$ cat config.mk
export PLATFORM = sky130hd
export DESIGN_NAME = rse_front
export DESIGN_NICKNAME = d
export VERILOG_FILES = /design/src/rse_pkg.sv /design/src/rse_front.sv
export SDC_FILE = /design/constraint.sdc
export NUM_CORES = 1
export LEC_CHECK = 0
export BUFFER_PORTS_ARGS = -buffer_cell sky130_fd_sc_hd__buf_2
export CAP_MARGIN = 10
export CORE_MARGIN = 1.5
export CORE_UTILIZATION = 55
export CTS_BUF_LIST = sky130_fd_sc_hd__clkbuf_16
export DETAILED_ROUTE_END_ITERATION = 10
export PLACE_DENSITY_LB_ADDON = 0.15
export SYNTH_ARGS = -nofsm -noshare
export SYNTH_HDL_FRONTEND = slang
export SYNTH_SLANG_ARGS = --single-unit
export TNS_END_PERCENT = 50
$ cat constraint.sdc
create_clock -name clk -period 6.77 [get_ports clk]
set_input_delay 1.0155 -clock clk [delete_from_list [all_inputs] [get_ports clk]]
set_output_delay 1.0155 -clock clk [all_outputs]
set_load 0.02 [all_outputs]
$ cat src/rse_pkg.sv
`timescale 1ns / 1ps
package rse_pkg;

  localparam int DATA_W        = 24;
  localparam int FW_W          = 12;
  localparam int FH_W          = 16;
  localparam int GAIN_W        = 10;
  localparam int MAX_WIDTH_DEF = 2048;

  localparam logic [FW_W-1:0]   FW_RESET   = 12'd640;
  localparam logic [FH_W-1:0]   FH_RESET   = 16'd480;
  localparam logic [GAIN_W-1:0] GAIN_RESET = 10'd410;  // 0.40 in 1/1024 units

  // floor(sqrt(x)) >= 255 from here on
  localparam logic [15:0] SQRT_SAT = 16'd65025;

  typedef enum logic [1:0] {
    REG_FRAME_WIDTH  = 2'd0,
    REG_FRAME_HEIGHT = 2'd1,
    REG_SHARPEN_MODE = 2'd2,
    REG_SHARPEN_GAIN = 2'd3
  } reg_idx_t;

  // what the front hands to the back for one item
  typedef struct packed {
    logic is_pix;    // pixel write (else drain)
    logic emit;      // a result follows
    logic interior;  // Sobel path, else border rule
    logic use_mid;   // border pixel lives in the middle store
    logic last;      // last pixel of the frame
  } job_flags_t;

  typedef enum logic [3:0] {
    BK_IDLE,
    BK_SHIFT,
    BK_SQX,
    BK_SQY,
    BK_ROOT,
    BK_ORIG_RD,
    BK_ORIG,
    BK_MIX,
    BK_PUSH
  } back_state_t;

endpackage

$ cat src/rse_front.sv
`timescale 1ns / 1ps
module rse_front import rse_pkg::*; #(
  parameter int MAX_WIDTH = MAX_WIDTH_DEF,
  parameter int CW        = $clog2(MAX_WIDTH)
) (
  input  logic              clk,
  input  logic              rst_n,
  input  logic              restart,
  input  logic [FW_W-1:0]   frame_width,
  input  logic [FH_W-1:0]   frame_height,
  input  logic              in_valid,
  input  logic              op,
  input  logic [DATA_W-1:0] pixel,
  output logic              job_push,
  output job_flags_t        job_flags,
  output logic [DATA_W-1:0] job_pixel,
  output logic [CW-1:0]     job_wcol,
  output logic [CW-1:0]     job_ocol
);
  localparam int PW  = $clog2(MAX_WIDTH + 3);
  localparam int EW  = (PW > FW_W) ? PW : FW_W;
  localparam int CMP = EW + 1;

  logic [CW-1:0]   col_r, col_nxt, ocol_r, ocol_nxt;
  logic [FH_W-1:0] row_r, row_nxt, orow_r, orow_nxt;
  logic [PW-1:0]   pend_r, pend_nxt;

  logic [CMP-1:0]  w_e;
  logic [FH_W-1:0] h_e;

  logic            wrap;
  logic [CW-1:0]   col0, ocol0;
  logic [FH_W-1:0] row0, orow0;
  logic [PW-1:0]   pend0;
  logic [CMP-1:0]  col1, pend1, oc1;

  always_comb begin
    w_e = CMP'(frame_width);
    if (frame_width == '0) begin
      w_e = CMP'(1);
    end else if (w_e > CMP'(MAX_WIDTH)) begin
      w_e = CMP'(MAX_WIDTH);
    end
    h_e = (frame_height == '0) ? FH_W'(1) : frame_height;
  end

  always_comb begin
    col_nxt   = col_r;
    row_nxt   = row_r;
    pend_nxt  = pend_r;
    ocol_nxt  = ocol_r;
    orow_nxt  = orow_r;
    job_push  = 1'b0;
    job_flags = '0;
    job_pixel = pixel;
    job_wcol  = col_r;
    job_ocol  = ocol_r;

    // a pixel after a complete frame opens a new one
    wrap  = !op && ((row_r >= h_e) || (CMP'(col_r) >= w_e));
    col0  = wrap ? '0 : col_r;
    row0  = wrap ? '0 : row_r;
    pend0 = wrap ? '0 : pend_r;
    ocol0 = wrap ? '0 : ocol_r;
    orow0 = wrap ? '0 : orow_r;
    col1  = CMP'(col0) + CMP'(1);
    pend1 = CMP'(pend0) + CMP'(1);
    oc1   = CMP'(ocol0) + CMP'(1);

    job_flags.last = (({1'b0, orow0} + 17'd1) == {1'b0, h_e}) && (oc1 == w_e);
    job_ocol       = ocol0;

    if (in_valid) begin
      if (!op) begin
        job_push           = 1'b1;
        job_wcol           = col0;
        job_flags.is_pix   = 1'b1;
        job_flags.emit     = pend1 > (w_e + CMP'(1));
        job_flags.use_mid  = pend1 <= w_e;
        job_flags.interior = (orow0 != '0) && (({1'b0, orow0} + 17'd2) <= {1'b0, h_e}) &&
                             (ocol0 != '0) && ((CMP'(ocol0) + CMP'(2)) <= w_e);
        if (col1 >= w_e) begin
          col_nxt = '0;
          row_nxt = row0 + 1'b1;
        end else begin
          col_nxt = col1[CW-1:0];
          row_nxt = row0;
        end
        if (job_flags.emit) begin
          pend_nxt = pend0;
          if (oc1 >= w_e) begin
            ocol_nxt = '0;
            orow_nxt = orow0 + 1'b1;
          end else begin
            ocol_nxt = oc1[CW-1:0];
            orow_nxt = orow0;
          end
        end else begin
          pend_nxt = pend1[PW-1:0];
          ocol_nxt = ocol0;
          orow_nxt = orow0;
        end
      end else if ((row_r >= h_e) && (pend_r != '0)) begin
        // drain: always a border pixel, no restart
        job_push          = 1'b1;
        job_flags.emit    = 1'b1;
        job_flags.use_mid = CMP'(pend_r) <= w_e;
        pend_nxt          = pend_r - 1'b1;
        if (oc1 >= w_e) begin
          ocol_nxt = '0;
          orow_nxt = orow_r + 1'b1;
        end else begin
          ocol_nxt = oc1[CW-1:0];
        end
      end
    end
  end

  always_ff @(posedge clk) begin
    if (!rst_n || restart) begin
      col_r  <= '0;
      row_r  <= '0;
      pend_r <= '0;
      ocol_r <= '0;
      orow_r <= '0;
    end else begin
      col_r  <= col_nxt;
      row_r  <= row_nxt;
      pend_r <= pend_nxt;
      ocol_r <= ocol_nxt;
      orow_r <= orow_nxt;
    end
  end

endmodule

# After elaboration in Yosys (flattened, before gate mapping)
# Index checks and enable logic that the tools add are counted.
# word_totals
reg_bits,66
latch_bits,0
ramBits,0
romBits,0
n_memories,0
# classes
addsub,11
n_mul,0
div_mod_pow,0
order_cmp,10
eq_ne,4
shifts,0
mux,33
bitwise,1
n_reduce_logical,18
# op_table
operator,n
two-way mux 16 bit,9
two-way mux 11 bit,9
two-way mux 12 bit,6
adder 16 x 1 -> 16 bit (second input constant),3
>= comparator 12 x 13 -> 1 bit,2
<= comparator 12 x 13 -> 1 bit,2
adder 11 x 1 -> 12 bit (second input constant),2
adder 16 x 1 -> 17 bit (second input constant),1
adder 16 x 2 -> 17 bit (second input constant),1
equality test 17 x 16 -> 1 bit,1
<= comparator 17 x 16 -> 1 bit,1
>= comparator 16 bit,1
logical NOT 16 bit,1
nonzero test 16 bit,1
adder 12 x 1 -> 13 bit (second input constant),1
adder 13 x 1 -> 13 bit (second input constant),1
equality test 12 x 13 -> 1 bit,1
>= comparator 11 x 13 -> 1 bit,1
> comparator 13 bit,1
<= comparator 13 bit,1
adder 11 x 2 -> 12 bit (second input constant),1
> comparator 12 bit (second input constant),1
logical NOT 12 bit,1
nonzero test 12 bit,1
other kinds (11),27

# Longest topological paths before layout
# depth
depth_word,14
depth_mapped,33
ltp_nobuf,28

# Least setup slack after synthesis
# OpenSTA, ideal clock, no wires.
# synth_path
kind,input to output
start,input port frame_width[11]
end,output port job_flags[1] (netlist name)
arrival_time_ps,6233
required_ps,5754
setup_slack_ps,-478
path_stages,26
n_path_buf,5
cell_sequence,clkbuf_1 > inv_1 > clkbuf_1 > nand2_1 > ha_1 > nand2_1 > or3_1 > a21oi_1 > a21o_4 > buf_2 > buf_2 > buf_1 > nor2_1 > ha_1 > nand3_1 > nor2_1 > nand3_1 > xor2_1 > nor2_1 > ha_1 > and4_1 > a211oi_1 > a31oi_1 > o21ai_0 > a211oi_1 > a211oi_1
# synth_lines
item,line_no,source
start: declaration,rse_front.sv:9,"input logic [FW_W-1:0] frame_width,"
end: declaration,rse_front.sv:15,"output job_flags_t job_flags,"

==> qor.txt <==
initial antenna violation count -> 0
CTS Root Cell -> clkbuf_16
Post-Syn Area -> 8904 µm²
dpl cell area -> 9887 µm²
Max stage delay cell, worst path -> nor4_4
post-synth cell types -> 79
# diodes -> 0
Hold-fix buffers, CTS -> 0
mean cell area of the mapped netlist -> 7.304 µm²
io pins -> 109
Worst-path clk slew -> 0.06 ns
global-route wire length before repair -> 47.58 mm
Clock Latency Late Sink -> 0.35 ns
die width -> 130.2 µm
Via density -> 6.289
Worst IR Drop VDD -> 114.9 µV
htree depth -> 3
most common cell after layout, fill and taps aside -> buf_4
headroom to the max-slew limit -> 0.1820
failing checks -> setup timing
syn_nets -> 1404
Gate Count Post-Synth -> 1219
LEAKAGE -> 4.778 nW
total global routing track utilization -> 0.3620
fin. max-slew vios -> 0
post-route ant nets -> 0
Sequential cell area -> 1321 µm²
fillers -> 1363
Top FF cell, synth -> dfxtp_1
Final Instance Area -> 10740 µm²
Initial Util -> 0.5625
Core Area -> 15830 µm²
final setup violation count -> 1
drt initial violations -> 914
yosys warns -> 0
max incr delay on CP -> 0.36 ns
grt ovf -> 0
DP Wirelength -> 22.60 mm
Net Sw Frac -> 0.3130
Core Rows -> 46
PortBufs -> 60
die height -> 130.2 µm
Max Fclk -> 147.0 MHz
# DRC -> 0
Power per Cell Area -> 112.7 nW/µm²
Nets -> 1527
crit path kind -> input port to output pin
hold_ws -> 0.5182 ns
Multi-input gate area -> 7177 µm²
Clock Sinks -> 66
routed len/inst -> 19.63 µm
Hold Fails Final Rpt -> 0
Setup crit start kind -> input port
max cap viols -> 0
worst slack, placed -> -0.3964 ns
Setup TNS -> -0.03080 ns
async set-reset flop share out of synthesis -> 0
Crit. End Element -> output pin
worst min path class -> register to register
CP Data Required Time -> 5.75 ns
#FFs+latches synth -> 66
Vias -> 9829
final WL -> 30.68 mm
Max FO, Critical Path -> 4
die area -> 16960 µm²
TritonCTS buffer count -> 9
Clk pwr share -> 0.433
status -> complete, but fails checks
switching pwr -> 0.3789 mW
Int Power -> 0.8315 mW
PnR worst setup slack -> -0.03080 ns
skew final -> 0.006888 ns
sequential power share -> 0.329
Combinational Power Share -> 0.238
EDFF count, synth -> 0
RSZ-0062 raised after global routing -> yes
crit share post-route -> 1.005
clock buffer depth -> 2
worst reg2reg path depth -> 26
proportion of layout cells with a drive suffix above 1 -> 0.2242
number of global-route vias before repair -> 8983
worst hold path cell count -> 2
DR pass1 iterations -> 6
commonest cells after routing, fill and taps aside -> buf_4 (142), nand2_1 (132), ha_1 (124), nor2_1 (115), dfxtp_1 (66)
fin crit period -> 6.801 ns
worst slew pin tran -> 1.222 ns
final core utilization -> 0.6787
share of the yosys chip area belonging to registers -> 0.1484
synth-to-layout area growth -> 20.66%
Arrival @ worst endpoint -> 5.79 ns
GPL Wtd Cong -> 0.9748
TritonCTS clock tree -> yes
largest net degree at the start of global routing -> 56
[cell usage after synthesis (27+ instances only)]
library cell  number  area (µm²)
nand2_1          134       503.0
inv_1             49       183.9
xnor2_1           43       376.6
clkbuf_1          40       150.1
xor2_1            46       402.9
nor3_1            42       210.2
dfxtp_1           66        1321
nor2_1           122       457.9
a21oi_1           69       345.3
o21ai_0           40       200.2
nand3_1           57       285.3
ha_1             128        1602
nand4_1           27       168.9
[logic make-up (layout without fill, tap and decap cells)]
logic type	after synthesis	after routing	synth area share
simple gates	503	503	0.2780
compound gates	282	282	0.2232
buf+inv	144	272	0.07560
fa+ha+maj	128	128	0.1799
xor+xnor	89	89	0.08755
flops	66	66	0.1484
mux	6	6	0.007026
other cells	1	1	0.0004212
[layer usage]
metal	global-route usage	part of all wire
met1	0.4733	0.41
met2	0.5861	0.46
met3	0.04879	0.087
met4	0.1765	0.045
met5	0	0
[per-stage QoR]
step | instances | power, mW
floorplan | 1219 | 0.5828
global placement | 1515 | 0.6629
detailed placement | 1515 | 0.6677
CTS | 1552 | 1.197
global route | 1563 | 1.254
finish | 1563 | 1.210
[what timing repair did]
| item | 4_1_cts | 5_1_grt |
|---|---|---|
| setup endpoints to repair | 4 | 12 |
| buffers inserted | 21 | 11 |
| pin swaps | 28 | 17 |
| resized for setup | 33 | 35 |
[area by class of cell]
cell class / instances / area share
Multi-Input combinational cell: 1009 / 0.6681
Timing Repair Buffer: 205 / 0.1358
Sequential cell: 66 / 0.1230
Tap cell: 216 / 0.02516
Clock buffer: 9 / 0.02096
Inverter: 51 / 0.01840
Clock inverter: 7 / 0.008619
[state kept, by name, summed over array words and instances, names as in the netlist]
register	flops
col_r	11
ocol_r	11
orow_r	16
pend_r	12
row_r	16
[power groups by stage]
stage	Clock, mW	Sequential [mW]	Combinational (mW)
3_3_place_gp	0	0.406	0.257
2_1_floorplan	0	0.402	0.181
5_1_grt	0.544	0.398	0.312
4_1_cts	0.529	0.398	0.270
3_5_place_dp	0	0.406	0.262
6_report	0.524	0.398	0.288
[critical path, delay by kind of cell]
kind            cells  cell delay (ns)
compound gates      7             1.39
buf+inv             7             0.81
xor+xnor            1             0.16
simple gates       10             1.68
fa+ha+maj           3             0.71
[worst paths after layout]
check | from | end | slack (ns)
setup reg to reg | row_r[6]$_SDFFE_PP0P_ | orow_r[5]$_SDFFE_PP0P_ | 1.05
setup / recovery | frame_height[10] | job_flags[0] | -0.03
hold reg to reg | row_r[11]$_SDFFE_PP0P_ | row_r[11]$_SDFFE_PP0P_ | 0.52
hold / removal | row_r[11]$_SDFFE_PP0P_ | row_r[11]$_SDFFE_PP0P_ | 0.52
Note: power is estimated with default switching activity, not from simulation.
