[src/rse_fifo.sv]
`timescale 1ns / 1ps
module rse_fifo #(
  parameter int W     = 8,
  parameter int DEPTH = 4
) (
  input  logic         clk,
  input  logic         rst_n,
  input  logic         push,
  input  logic [W-1:0] din,
  output logic         full,
  input  logic         pop,
  output logic [W-1:0] dout,
  output logic         empty
);
  localparam int AW = $clog2(DEPTH);

  logic [W-1:0] mem [DEPTH];
  logic [AW:0]  wp_r, rp_r;

  assign empty = (wp_r == rp_r);
  assign full  = (wp_r[AW-1:0] == rp_r[AW-1:0]) && (wp_r[AW] != rp_r[AW]);
  assign dout  = mem[rp_r[AW-1:0]];

  always_ff @(posedge clk) begin
    if (!rst_n) begin
      wp_r <= '0;
      rp_r <= '0;
    end else begin
      if (push && !full) wp_r <= wp_r + 1'b1;
      if (pop && !empty) rp_r <= rp_r + 1'b1;
    end
  end

  always_ff @(posedge clk) begin
    if (push && !full) mem[wp_r[AW-1:0]] <= din;
  end

endmodule

[config.mk]
export PLATFORM = sky130hd
export DESIGN_NAME = rse_fifo
export DESIGN_NICKNAME = d
export VERILOG_FILES = /design/src/rse_fifo.sv
export SDC_FILE = /design/constraint.sdc
export NUM_CORES = 1
export LEC_CHECK = 0
export BUFFER_PORTS_ARGS = -buffer_cell sky130_fd_sc_hd__buf_2
export CORE_MARGIN = 2
export CORE_UTILIZATION = 35
export CTS_CLUSTER_DIAMETER = 120
export DETAILED_ROUTE_END_ITERATION = 16
export MAX_ROUTING_LAYER = met4
export PLACE_DENSITY = 0.51
export SKIP_LAST_GASP = 1
export SYNTH_ARGS = -nofsm -noshare
export SYNTH_HDL_FRONTEND = slang
export SYNTH_SLANG_ARGS = --single-unit
[constraint.sdc]
create_clock -name clk -period 2.3 [get_ports clk]
set_clock_uncertainty 0.2 [all_clocks]
set_input_delay 0.23 -clock clk [delete_from_list [all_inputs] [get_ports clk]]
set_output_delay 0.23 -clock clk [all_outputs]
set_load 0.02 [all_outputs]
# After elaboration in Yosys (flattened, before gate mapping)
# Memories as Yosys holds them, arrays and structs flattened. A register that Yosys moved wholly into a read port is not among the register bits.
# Cells that the tools add are included.
dict set report classes {
  reduce_logical 5
  add_sub_neg 2
  muxes 4
  eq_ne 3
}
# op n
set ops {}
lappend ops {{3-bit by 1-bit adder with 3-bit output (second input constant)} 2}
lappend ops {{2-bit 2-to-1 mux} 2}
lappend ops {{3-bit == test} 1}
lappend ops {{1-bit logical AND} 3}
lappend ops {{2-bit == test} 1}
lappend ops {{1-bit logical NOT} 2}
lappend ops {{1-bit 2-to-1 mux} 2}
lappend ops {{1-bit inequality test} 1}
dict set report totals {
  ramBits 32
  reg_bits 6
  n_memories 1
  output_inout_bits 10
}
# memory depth width read_ports rd_ports_with_merged_regs wr line_no
set mem_list {}
lappend mem_list {mem 4 8 1 1 1 17} ;# logic [W-1:0] mem [DEPTH];

# Logic depth before layout (Yosys ltp)
# Gate-level depths: netlist of the first run.
dict set report logic_depth {
  depth_word 6
  mapped_depth 5
  depth_no_buf 4
}

# Worst setup path after synthesis of the first run
# Ideal clock, no wire load.
dict set report synth_timing {
  path_kind {register -> register}
  from {register wp_r[1]}
  to {memory mem[3][0], enable pin}
  t_required_ps 1785
  path_stages_with_launch 5
  arrival_time_ps 1475
  path_slack_ps 310
  cell_sequence {dfxtp_1 buf_6 xor2_1 nor3_1 nor2_1}
}
dict set report synth_between {
  elab_chain_len 6
}
# element line_no
set synth_rtl {}
lappend synth_rtl {{start, declared} 18} ;# logic [AW:0] wp_r, rp_r;
lappend synth_rtl {{start signal, assigned} 29} ;# if (push && !full) wp_r <= wp_r + 1'b1;
lappend synth_rtl {{2-bit == test} 21} ;# assign full = (wp_r[AW-1:0] == rp_r[AW-1:0]) && (wp_r[AW] != rp_r[AW]);
lappend synth_rtl {{1-bit logical AND} 21}
lappend synth_rtl {{net full} 10} ;# output logic full,
lappend synth_rtl {{1-bit logical NOT} 35} ;# if (push && !full) mem[wp_r[AW-1:0]] <= din;
lappend synth_rtl {{1-bit logical AND} 35}
lappend synth_rtl {{1-bit 2-to-1 mux} 35}
lappend synth_rtl {{1-bit 2-to-1 mux (implied by the code)} 35}
lappend synth_rtl {{end, declared} 17}
# The timed path passes the listed nets, and every way through them passes these cells.

==> results.cfg, run 1 <==
[setup_path]
cp-start-kind = register
reg2reg_depth = 3
crit_arrival_ns = 1.50
cp_max_fo = 8
criticalPathCategory = reg -> out
r2r-start = wp_r[2]
critPathRequiredTime_ns = 1.87
reg2reg_slack_ns = 0.47
setup.worst_path.end = dout[6]
timing.rr.end = mem[2][5]
end_kind = output port

[cells_and_area]
nFillCells = 422
layout.nets = 167
fin_util_pct = 45.7
area_growth_syn_to_layout_pct = 25.2
drive_gt1_share_pct = 29.1
seqCellArea_um2 = 1120
multi_input_area_um2 = 557
layoutNonFillerInstCount = 218
num_antenna_cells = 0
final_cell_area_um2 = 2160

[routing]
wire_per_inst_um = 15.4
drt_iter0_drc = 32
drt-total-wl_um = 3350
via_per_inst = 4.83
via_count = 1054
drt_first_pass_iters = 4
ant_nets = 0
remaining_drc_errors = 0

[sta]
finalCriticalPeriod_ns = 1.93
hold_viol = 0
rsz0062_at_grt = no
setup_viol = 0
max-slew-margin-rel_pct = 64.0
tightest_slew_ns = 0.536
tns_ns = 0
fin_crit_sh_pct = 83.8
fmaxAchievable_mhz = 519
drv_slew = 0

[logic_synthesis]
synth_flop_cell = edfxtp_1
synth_area_leader_cell = edfxtp_1
synth_cell_types = 28
netlist.area_leader.share_pct = 55.7
netlist_area_um2 = 1720
synth-seq-area-share_pct = 65.0
synth_edf_count = 32
yosysMostFrequentCell = edfxtp_1
synth_fp_nets = 127
ys_seq_elements = 40
async_reset_ff_share_pct = 0
synthTopCellsByArea = edfxtp_1, mux4_2, dfxtp_1
syn-mean-instance-area_um2 = 15.7
synth_commonest_cells = edfxtp_1, dfxtp_1, mux4_2
ys_warn_count = 0
syn_inst = 110

[clock_network]
cts.root.buffer_cell = clkbuf_8
clk_latency_ns = 0.28
clk_pin_slew_ns = 0.07
clock-sinks = 40
cts-resized-gates = 0
cts_tree = done
numCtsBuffers = 5
htree_levels = 2
clockBufferDepth = 2
postCtsSetupRepairBufs = 0

[pwr]
worst_ir_drop_vdd_mv = 0.500
p_per_area_nw_per_um2 = 1140
p_leak_uw = 0.000795
power_uw = 2460

[global_routing]
grt_max_degree = 14
grt_pass1_wl_um = 5220
track_usage_pct = 13.6
grt_pass1_vias = 1114
grt_antenna_before_repair = 0
overflow = 0

[floorplan]
fp.dieW_um = 74.2
num_io_pins = 22
dieArea_um2 = 5500
start_util_pct = 36.5
row_count = 25
coreArea_um2 = 4720
die-height_um = 74.2

[worst_hold_path]
hp-class = in -> reg

[place]
portBuffers = 21
place_congestion = 0.855
dp_cells = 202
hpwl_um = 2300
placed_cell_area_um2 = 1950

[flow_run]
maxCapViolCount = 0

[run_status]
outcome = complete, no violations
==> power breakdown <==
group / switching (uW) / total, uW / internal [uW]
combinational: 452 / 806 / 354
sequential: 82.1 / 998 / 916
clock: 228 / 661 / 434
==> metal layers <==
layer  part of all wire [%]  wire, um  track usage [%]
met1                     46      1540             15.7
met2                     50      1680             22.7
met3                    2.5        85             2.85
met4                    1.4        46             5.86
met5                      0         0                -
==> state kept, by name, summed over array words and instances (netlist names), named ones only <==
register	flops
rp_r	3
mem	32
wp_r	3
==> worst min path at each step <==
stage / startpoint / endpoint / slack [ns] / cells past startpoint
finish: rst_n / rp_r[2] / 0.04 / 2
global route: rst_n / rp_r[2] / 0.04 / 2
CTS: rst_n / rp_r[2] / 0.03 / 2
detailed placement: din[2] / mem[1][2] / 0.25 / 1
global placement: din[1] / mem[1][1] / 0.25 / 1
floorplan: din[0] / mem[0][0] / 0.13 / 0
==> layout by cell type (no fill, tap or decap) <==
| master | netlist | final |
|---|---|---|
| a211o_1 | 4 | 4 |
| a211oi_1 | 1 | 1 |
| a21oi_1 | 2 | 2 |
| a31oi_1 | 2 | 2 |
| a41oi_1 | 2 | 2 |
| and2_1 | 4 | 4 |
| and3_1 | 1 | 1 |
| buf_2 | 1 | 21 |
| buf_4 | 0 | 8 |
| bufinv_16 | 0 | 2 |
| clkbuf_1 | 0 | 1 |
| clkbuf_8 | 0 | 5 |
| dfxtp_1 | 8 | 8 |
| dlygate4sd3_1 | 0 | 8 |
| edfxtp_1 | 32 | 32 |
| ha_1 | 5 | 5 |
| inv_1 | 5 | 5 |
| mux4_2 | 8 | 8 |
| nand2_1 | 3 | 3 |
| nand3_1 | 3 | 3 |
| nand3b_1 | 4 | 4 |
| nand4_1 | 2 | 2 |
| nor2_1 | 2 | 2 |
| nor3_1 | 4 | 4 |
| o211ai_1 | 2 | 2 |
| o21ai_0 | 4 | 4 |
| o31a_1 | 1 | 1 |
| or4_1 | 1 | 1 |
| xnor2_1 | 3 | 3 |
| xor2_1 | 3 | 3 |
==> timing repair <==
item / CTS / global route
hold buffers: 8 / 0
endpoints found under the setup margin: 0 / 0
endpoints found under the hold margin: 32 / 0
==> through the flow <==
stage	hold WS, ns	setup slack [ns]
2_1_floorplan	0.129	0.310
3_3_place_gp	0.245	0.534
3_5_place_dp	0.246	0.476
4_1_cts	0.0270	0.344
5_1_grt	0.0386	0.313
6_report	0.0372	0.372
==> worst max-delay path: stages (launching register included) <==
cell	delay (ns)
dfxtp_1	0.31
buf_4	0.20
mux4_2	0.53
buf_2	0.17
==> area by class of cell <==
| cell class | count | area share (%) |
|---|---|---|
| flip-flops and latches | 40 | 51.9 |
| multi-input cells | 61 | 25.8 |
| repair buffers | 37 | 11.4 |
| well taps | 67 | 3.88 |
| clock buffers | 6 | 3.36 |
| clock inverters | 2 | 2.78 |
| inverters | 5 | 0.870 |
==> kinds of logic after synthesis <==
family                     synth area share, %
and+or+nand+nor                           7.84
buffers and inverters                     2.68
xor gates and xnor gates                  3.05
muxes                                     10.4
DFF                                       65.0
AOI/OAI and AO/OA                         7.33
adders and majority gates                 3.63
Note: power is estimated with default switching activity, not from simulation.
==> inputs of run 2 (changes only) <==
- clock period: 2.3 -> 1.9 ns (I/O delays scaled with it)
==> run 2 against run 1 <==
Compared with the run above: worst hold slack better by 0.067 ns; die area unchanged; sequential share of layout area down 1.3 points; final cell count up 1.8%; worst setup slack worse by 0.31 ns; first-iteration DRC count rose to 3.6 times the previous value; utilization up 1.3 points; clock power about the same; critical endpoint is now dout[2].
==> results.cfg, run 2 (synthesis results as in run 1) <==
[run_status]
outcome = complete, no violations

[global_routing]
globalRouteMet2Util_pct = 24.4
track_usage_pct = 13.6
grt_pass1_vias = 1091
grt_pass1_wl_um = 5250
grt_max_degree = 13
grt_antenna_before_repair = 0
grt_util_met3_pct = 3.66
grt.busiest_layer = met2
overflow = 0
grt_util_met1_pct = 14.4

[setup_path]
cp-start-kind = register
crit_chain = buf_6, mux4_2, buf_6
crit_arrival_ns = 1.45
cp_slowest_stage_delay_ns = 0.53
criticalPathCategory = reg -> out
end_kind = output port
cp_max_fo = 8
worstSetupPathDepth = 3
cpMostUsedCell = buf_6
cp_slowest_cell = mux4_2
critPathRequiredTime_ns = 1.51
r2r-start = wp_r[2]
cp_num_buf_inv = 2
timing.rr.end = mem[3][1]
reg2reg_slack_ns = 0.17
reg2reg_depth = 4
cp_top_family = multiplexers
setup.worst_path.end = dout[2]

[place]
hpwl_um = 2320
portBuffers = 21
dp_worst_setup_slack_ns = 0.0783
place_congestion = 0.868

[routing]
drt_iter0_drc = 116
remaining_drc_errors = 0
via_count = 1071
drt_first_pass_iters = 4
via_per_inst = 4.82
wire_per_inst_um = 14.5
ant_nets = 0
drt-total-wl_um = 3220

[flow_run]
maxCapViolCount = 0

[sta]
setup_slack_ns = 0.0573
drv_slew = 0
hold_viol = 0
tightest_slew_ns = 0.517
setup_viol = 0
max-slew-margin-rel_pct = 65.3
fin_crit_sh_pct = 97.0
finalCriticalPeriod_ns = 1.84
rsz0062_at_grt = no
tns_ns = 0
fmaxAchievable_mhz = 543

[floorplan]
die-height_um = 74.2
fp.dieW_um = 74.2
coreArea_um2 = 4720
dieArea_um2 = 5500
num_io_pins = 22
row_count = 25
start_util_pct = 36.5

[pwr]
p_leak_uw = 0.000819
p_per_area_nw_per_um2 = 1330
worst_ir_drop_vdd_mv = 0.650

[clock_network]
cts_tree = done
clk_pin_slew_ns = 0.07
clk_latency_ns = 0.28
numCtsBuffers = 5
postCtsSetupRepairBufs = 0
clockBufferDepth = 2
htree_levels = 2
cts.root.buffer_cell = clkbuf_8
clock-sinks = 40

[cells_and_area]
multi_input_area_um2 = 566
layout.nets = 171
drive_gt1_share_pct = 33.5
final_common_cell = edfxtp_1
nFillCells = 418
final_cell_mix = edfxtp_1, buf_2, dlygate4sd3_1
largest_reg_flops = 32
seqCellArea_um2 = 1120
num_antenna_cells = 0
area_growth_syn_to_layout_pct = 28.7

[worst_hold_path]
hp-class = in -> reg
==> run 2: layout make-up <==
class	instances	area share, %
Clock buffer	6	3.27
Sequential cell	40	50.6
Timing Repair Buffer	41	14.4
Inverter	5	0.846
Multi-Input combinational cell	61	25.5
Clock inverter	2	1.58
Tap cell	67	3.78
==> run 2: metal layers <==
metal / share of wire (%) / up-vias
li1: - / 525
met1: 44 / 517
met2: 51 / 25
met3: 4.2 / 4
met4: 0.90 / 0
met5: 0 / -
==> run 2: worst min path at each step <==
stage | to | from | depth (start not counted)
floorplan | mem[0][0] | din[0] | 0
global placement | mem[0][0] | din[0] | 1
detailed placement | mem[1][0] | din[0] | 1
CTS | wp_r[1] | push | 3
global route | wp_r[1] | push | 3
finish | wp_r[1] | push | 3
==> run 2: worst register-to-register path: stages (launching register included) <==
cell and delay [ns]:
dfxtp_1 0.36, xnor2_1 0.47, nor3_2 0.10, nor2_2 0.18, buf_12 0.14
==> run 2: timing repair <==
item                                    4_1_cts  5_1_grt
hold buffers                                  9        0
pin swaps                                     0        0
endpoints found under the setup margin        3       11
hold endpoints to repair                     33        0
gates resized for setup                       1        7
==> run 2: report_power, final <==
group / leakage (uW) / internal (uW) / switching [uW]
clock network: 0.0000552 / 389 / 271
registers: 0.000360 / 1110 / 99.8
logic: 0.000404 / 504 / 572
==> run 2: metrics by stage <==
stage	utilization [%]	cells	instance area [um2]	power, uW	hold slack (ns)
floorplan	-	110	1730	1860	0.0889
global placement	42.4	205	2000	2250	0.202
detailed placement	42.4	205	2000	2260	0.209
CTS	46.6	222	2200	2960	0.0801
global route	47.0	222	2220	3120	0.0977
finish	47.0	222	2220	2950	0.104
